File: src/hdl/hist3d_div.sv
// ---------------------------------------------------------------------------
// hist3d_div
// Restoring divider, one quotient bit per cycle.
// ---------------------------------------------------------------------------
module hist3d_div #(
   parameter int NUM_W = 21,
   parameter int DEN_W = 16,
   parameter int QW    = 5
) (
   input  logic             clock,
   input  logic             reset,
   input  logic             start,
   input  logic [NUM_W-1:0] num,
   input  logic [DEN_W-1:0] den,
   output logic             done,
   output logic [QW-1:0]    quot
);
   localparam int CW = $clog2(QW + 1);
   localparam int TW = NUM_W + 1;

   logic [NUM_W-1:0] rem_ff, rem_in;
   logic [DEN_W-1:0] den_ff;
   logic [CW-1:0]    cnt_ff, cnt_in;
   logic             busy_ff, busy_in;
   logic             done_ff, done_in;
   logic [QW-1:0]    q_ff, q_in;
   logic [TW-1:0]    shd, diff;

   always_comb begin
      shd     = TW'(den_ff) << cnt_ff;
      diff    = TW'(rem_ff) - shd;
      rem_in  = rem_ff;
      cnt_in  = cnt_ff;
      busy_in = busy_ff;
      q_in    = q_ff;
      done_in = 1'b0;
      if (start) begin
         rem_in  = num;
         cnt_in  = CW'(QW - 1);
         busy_in = 1'b1;
         q_in    = '0;
      end else if (busy_ff) begin
         if (TW'(rem_ff) >= shd) begin
            rem_in = diff[NUM_W-1:0];
            q_in   = q_ff | (QW'(1) << cnt_ff);
         end
         if (cnt_ff == '0) begin
            busy_in = 1'b0;
            done_in = 1'b1;
         end else begin
            cnt_in = cnt_ff - 1'b1;
         end
      end
   end

   always_ff @(posedge clock) begin
      if (reset) begin
         busy_ff <= 1'b0;
         done_ff <= 1'b0;
      end else begin
         busy_ff <= busy_in;
         done_ff <= done_in;
      end
      rem_ff <= rem_in;
      cnt_ff <= cnt_in;
      q_ff   <= q_in;
      if (start) den_ff <= den;
   end

   assign done = done_ff;
   assign quot = q_ff;

endmodule

File: config.mk
export PLATFORM = sky130hd
export DESIGN_NAME = hist3d_div
export DESIGN_NICKNAME = d
export VERILOG_FILES = /design/src/hdl/hist3d_div.sv
export SDC_FILE = /design/constraint.sdc
export NUM_CORES = 1
export LEC_CHECK = 0
export BUFFER_PORTS_ARGS = -buffer_cell sky130_fd_sc_hd__buf_4
export CORE_UTILIZATION = 56
export CTS_CLUSTER_DIAMETER = 50
export DETAILED_ROUTE_END_ITERATION = 12
export PLACE_DENSITY = 0.73
export SLEW_MARGIN = 10
export SYNTH_ARGS = -nofsm -noshare
export SYNTH_HDL_FRONTEND = slang
export SYNTH_SLANG_ARGS = --single-unit
export TNS_END_PERCENT = 5
File: constraint.sdc
create_clock -name clock -period 10.2 [get_ports clock]
set_input_delay 1.53 -clock clock [delete_from_list [all_inputs] [get_ports clock]]
set_output_delay 1.53 -clock clock [all_outputs]
set_load 0.02 [all_outputs]
==> flow_metrics.tcl <==
set metrics [dict create \
    synth_area_leader_cell "edfxtp_1" \
    r2r_start "cnt_ff[0]$_SDFFE_PP0P_" \
    p_per_area_nw_per_um2 238 \
    critPathMaxFanout 22 \
    cp.required_ns 10.13 \
    p_total_uw 990 \
    wl_um 7830 \
    utilization_pct 65.0 \
    post_cts_buffers 0 \
    p_int_uw 558 \
    vdd_drop_max_mv 0.138 \
    ys_warn_count 0 \
    htreeDepth 2 \
    die_h_um 83.4 \
    yosysTopAreaCellShare_pct 30.0 \
    hp-start "busy_ff$_SDFF_PP0_" \
    r2r_end "rem_ff[1]$_DFFE_PP_" \
    ys_async_sr_fraction_pct 0 \
    root_buffer "clkbuf_8" \
    final_nets 487 \
    status "completed" \
    synth_cell_types 63 \
    relSlewSlack_pct 30.3 \
    hold_depth 2 \
    crit_path_end_kind "register" \
    die_w_um 83.4 \
    place_congestion 0.899 \
    grt_max_degree 65 \
    place_area_sq_um 4060 \
    cts.path.max_buffers 2 \
    reg2regPathDepth 10 \
    grt_pass1_wl_um 13200 \
    io_buffers 45 \
    diodes 0 \
    postLayoutCellArea_sq_um 4150 \
    finalHoldViolations 0 \
    ioPinCount 46 \
    tightest_slew_ns 1.04 \
    rsz0062_at_grt "no" \
    start_util_pct 58.1 \
    syn_inst 386 \
    grtUsageTotal_pct 23.5 \
    min_path_type "reg2reg" \
    dp_hpwl_um 5880 \
    synthToLayoutAreaGrowth_pct 12.0 \
    clkSinkCount 47 \
    min_period_ns 4.49 \
    fmax_mhz 223 \
    ys_seq_area_share_pct 35.4 \
    fin_hold_ws_ns 0.484 \
    power_frac_seq_pct 29.4 \
    rows 29 \
    drt_iter0_markers 173 \
    setup_tns_ns 0 \
    holdPathEnd "done$_SDFF_PP0_" \
    yosysMostFrequentCell "nand2_1" \
    power_frac_clock_pct 12.1 \
    core_area_sq_um 6390 \
    fin_worst_skew_ns 0.0112 \
    insertion_delay_ns 0.31 \
    via_per_inst 6.07 \
    synth_area_leaders "edfxtp_1, ha_1, mux2i_1" \
    drtAntennaViolNets 0 \
    grt_pass1_vias 2830 \
    yosys_register_bits 47 \
    startpoint_type "register" \
    synth_enable_flop_cells 37 \
    die-area_sq_um 6950 \
    worstSetupPathType "reg2reg" \
    swShare_pct 43.7 \
    cts_tree "done" \
    arrival_ns 4.42 \
    synth_common_cells "nand2_1, edfxtp_1, ha_1, nor2_1, mux2i_1" \
    synthesis.nets 454 \
    synth.cell_area_sq_um 3710 \
    r2r_setup_slack_ns 5.71 \
    clk_pin_slew_ns 0.09 \
    period_share_pct 44.0 \
    power_switching_uw 433 \
    routedWlPerCell_um 15.8 \
    setup_viol 0 \
    slew_violations 0 \
    grt_antenna_before_repair 0 \
    avgSynthCellArea_sq_um 9.60 \
    p_leak_uw 0.00171 \
    grt_overflow 0 \
    p_comb_share_pct 58.5 \
    drc 0 \
    synth_ff_type "edfxtp_1" \
    maxCapViolations 0 \
    postCtsHoldBufs 0 \
    cts_resized 0 \
    numCtsBuffers 5 \
    critPathLaunch "cnt_ff[0]$_SDFFE_PP0P_" \
    drive_gt1_share_pct 19.8 \
    firstDrtPassIters 4 \
    vias 3019 \
]
==> power by group through the flow <==
| stage | Sequential [uW] | Clock (uW) | Combinational (uW) |
|---|---|---|---|
| 2_1_floorplan | 280 | 0 | 470 |
| 3_3_place_gp | 295 | 0 | 561 |
| 3_5_place_dp | 296 | 0 | 570 |
| 4_1_cts | 292 | 122 | 574 |
| 5_1_grt | 296 | 129 | 643 |
| 6_report | 291 | 120 | 579 |
==> cell families after synthesis <==
kind of cell	share of synthesized area, %
XOR/XNOR	1.65
AND/OR/NAND/NOR	17.5
flip-flops	35.4
adder cells (fa/ha/maj)	9.65
AO/OA/AOI/OAI	20.4
buffers and inverters	3.58
multiplexers	11.9
==> flip-flops by register name (all words and copies together), names as in the netlist <==
register and count:
done 1, cnt_ff 3, busy_ff 1, den_ff 16, quot 5, rem_ff 21
==> layout by cell type, fill, tap and decap left out, types with 3 or more instances in the layout <==
cell type	netlist	layout
mux2i_1	25	25
dfxtp_1	10	10
buf_4	1	46
nor3b_1	4	4
o31ai_1	5	5
a31oi_1	4	4
o21ai_0	17	17
nor4_1	3	3
nand2_1	51	51
nor3_1	8	8
nand2b_1	5	5
o21a_1	7	7
a21oi_1	18	18
xnor2_1	6	6
ha_1	27	27
mux4_2	7	7
nor2_1	27	27
nand3_1	12	12
inv_1	11	11
nor2b_1	5	5
clkbuf_8	0	5
o211ai_2	3	3
o22ai_1	3	3
a22oi_1	4	4
and3_1	6	6
edfxtp_1	37	37
nand4_1	3	3
a211oi_1	10	10
a21oi_2	4	4
a21o_1	6	6
==> worst max-delay path, stage by stage (launching register included) <==
cell      delay (ns)
dfxtp_1         0.95
clkinv_1        0.51
a21oi_1         0.31
mux2i_1         0.12
ha_1            0.46
nand4_1         0.18
nor3_2          0.26
o31ai_4         0.16
a21oi_2         0.32
nor2_1          0.07
nand2_1         0.75
==> worst max path at each step <==
| stage | to | slack [ns] |
|---|---|---|
| floorplan | rem_ff[0]$_DFFE_PP_ | 6.80 |
| global placement | rem_ff[3]$_DFFE_PP_ | 5.86 |
| detailed placement | rem_ff[1]$_DFFE_PP_ | 5.74 |
| CTS | rem_ff[1]$_DFFE_PP_ | 5.69 |
| global route | rem_ff[1]$_DFFE_PP_ | 5.22 |
| finish | rem_ff[1]$_DFFE_PP_ | 5.71 |
==> stage by stage <==
step / cells / worst slack, ns
3_5_place_dp: 489 / 5.74
4_1_cts: 497 / 5.69
6_report: 497 / 5.71
3_3_place_gp: 489 / 5.86
5_1_grt: 497 / 5.22
2_1_floorplan: 386 / 6.80
==> cell type report <==
| class | count | area (sq um) |
|---|---|---|
| multi-input combinational | 307 | 2260 |
| clock inverter | 3 | 22.5 |
| inverter | 12 | 45.0 |
| tap | 77 | 96.3 |
| sequential | 47 | 1310 |
| fill | 547 | 2230 |
| clock buffer | 5 | 68.8 |
| timing repair buffer | 46 | 345 |
==> metal layers <==
layer  track usage, %  wire (um)  vias to the layer above
li1                 -          -                     1515
met1             32.4       3810                     1427
met4             6.90         97                        0
met5                0          0                        -
met2             37.9       3640                       67
met3             4.08        281                       10
(Power assumes the default switching activity.)
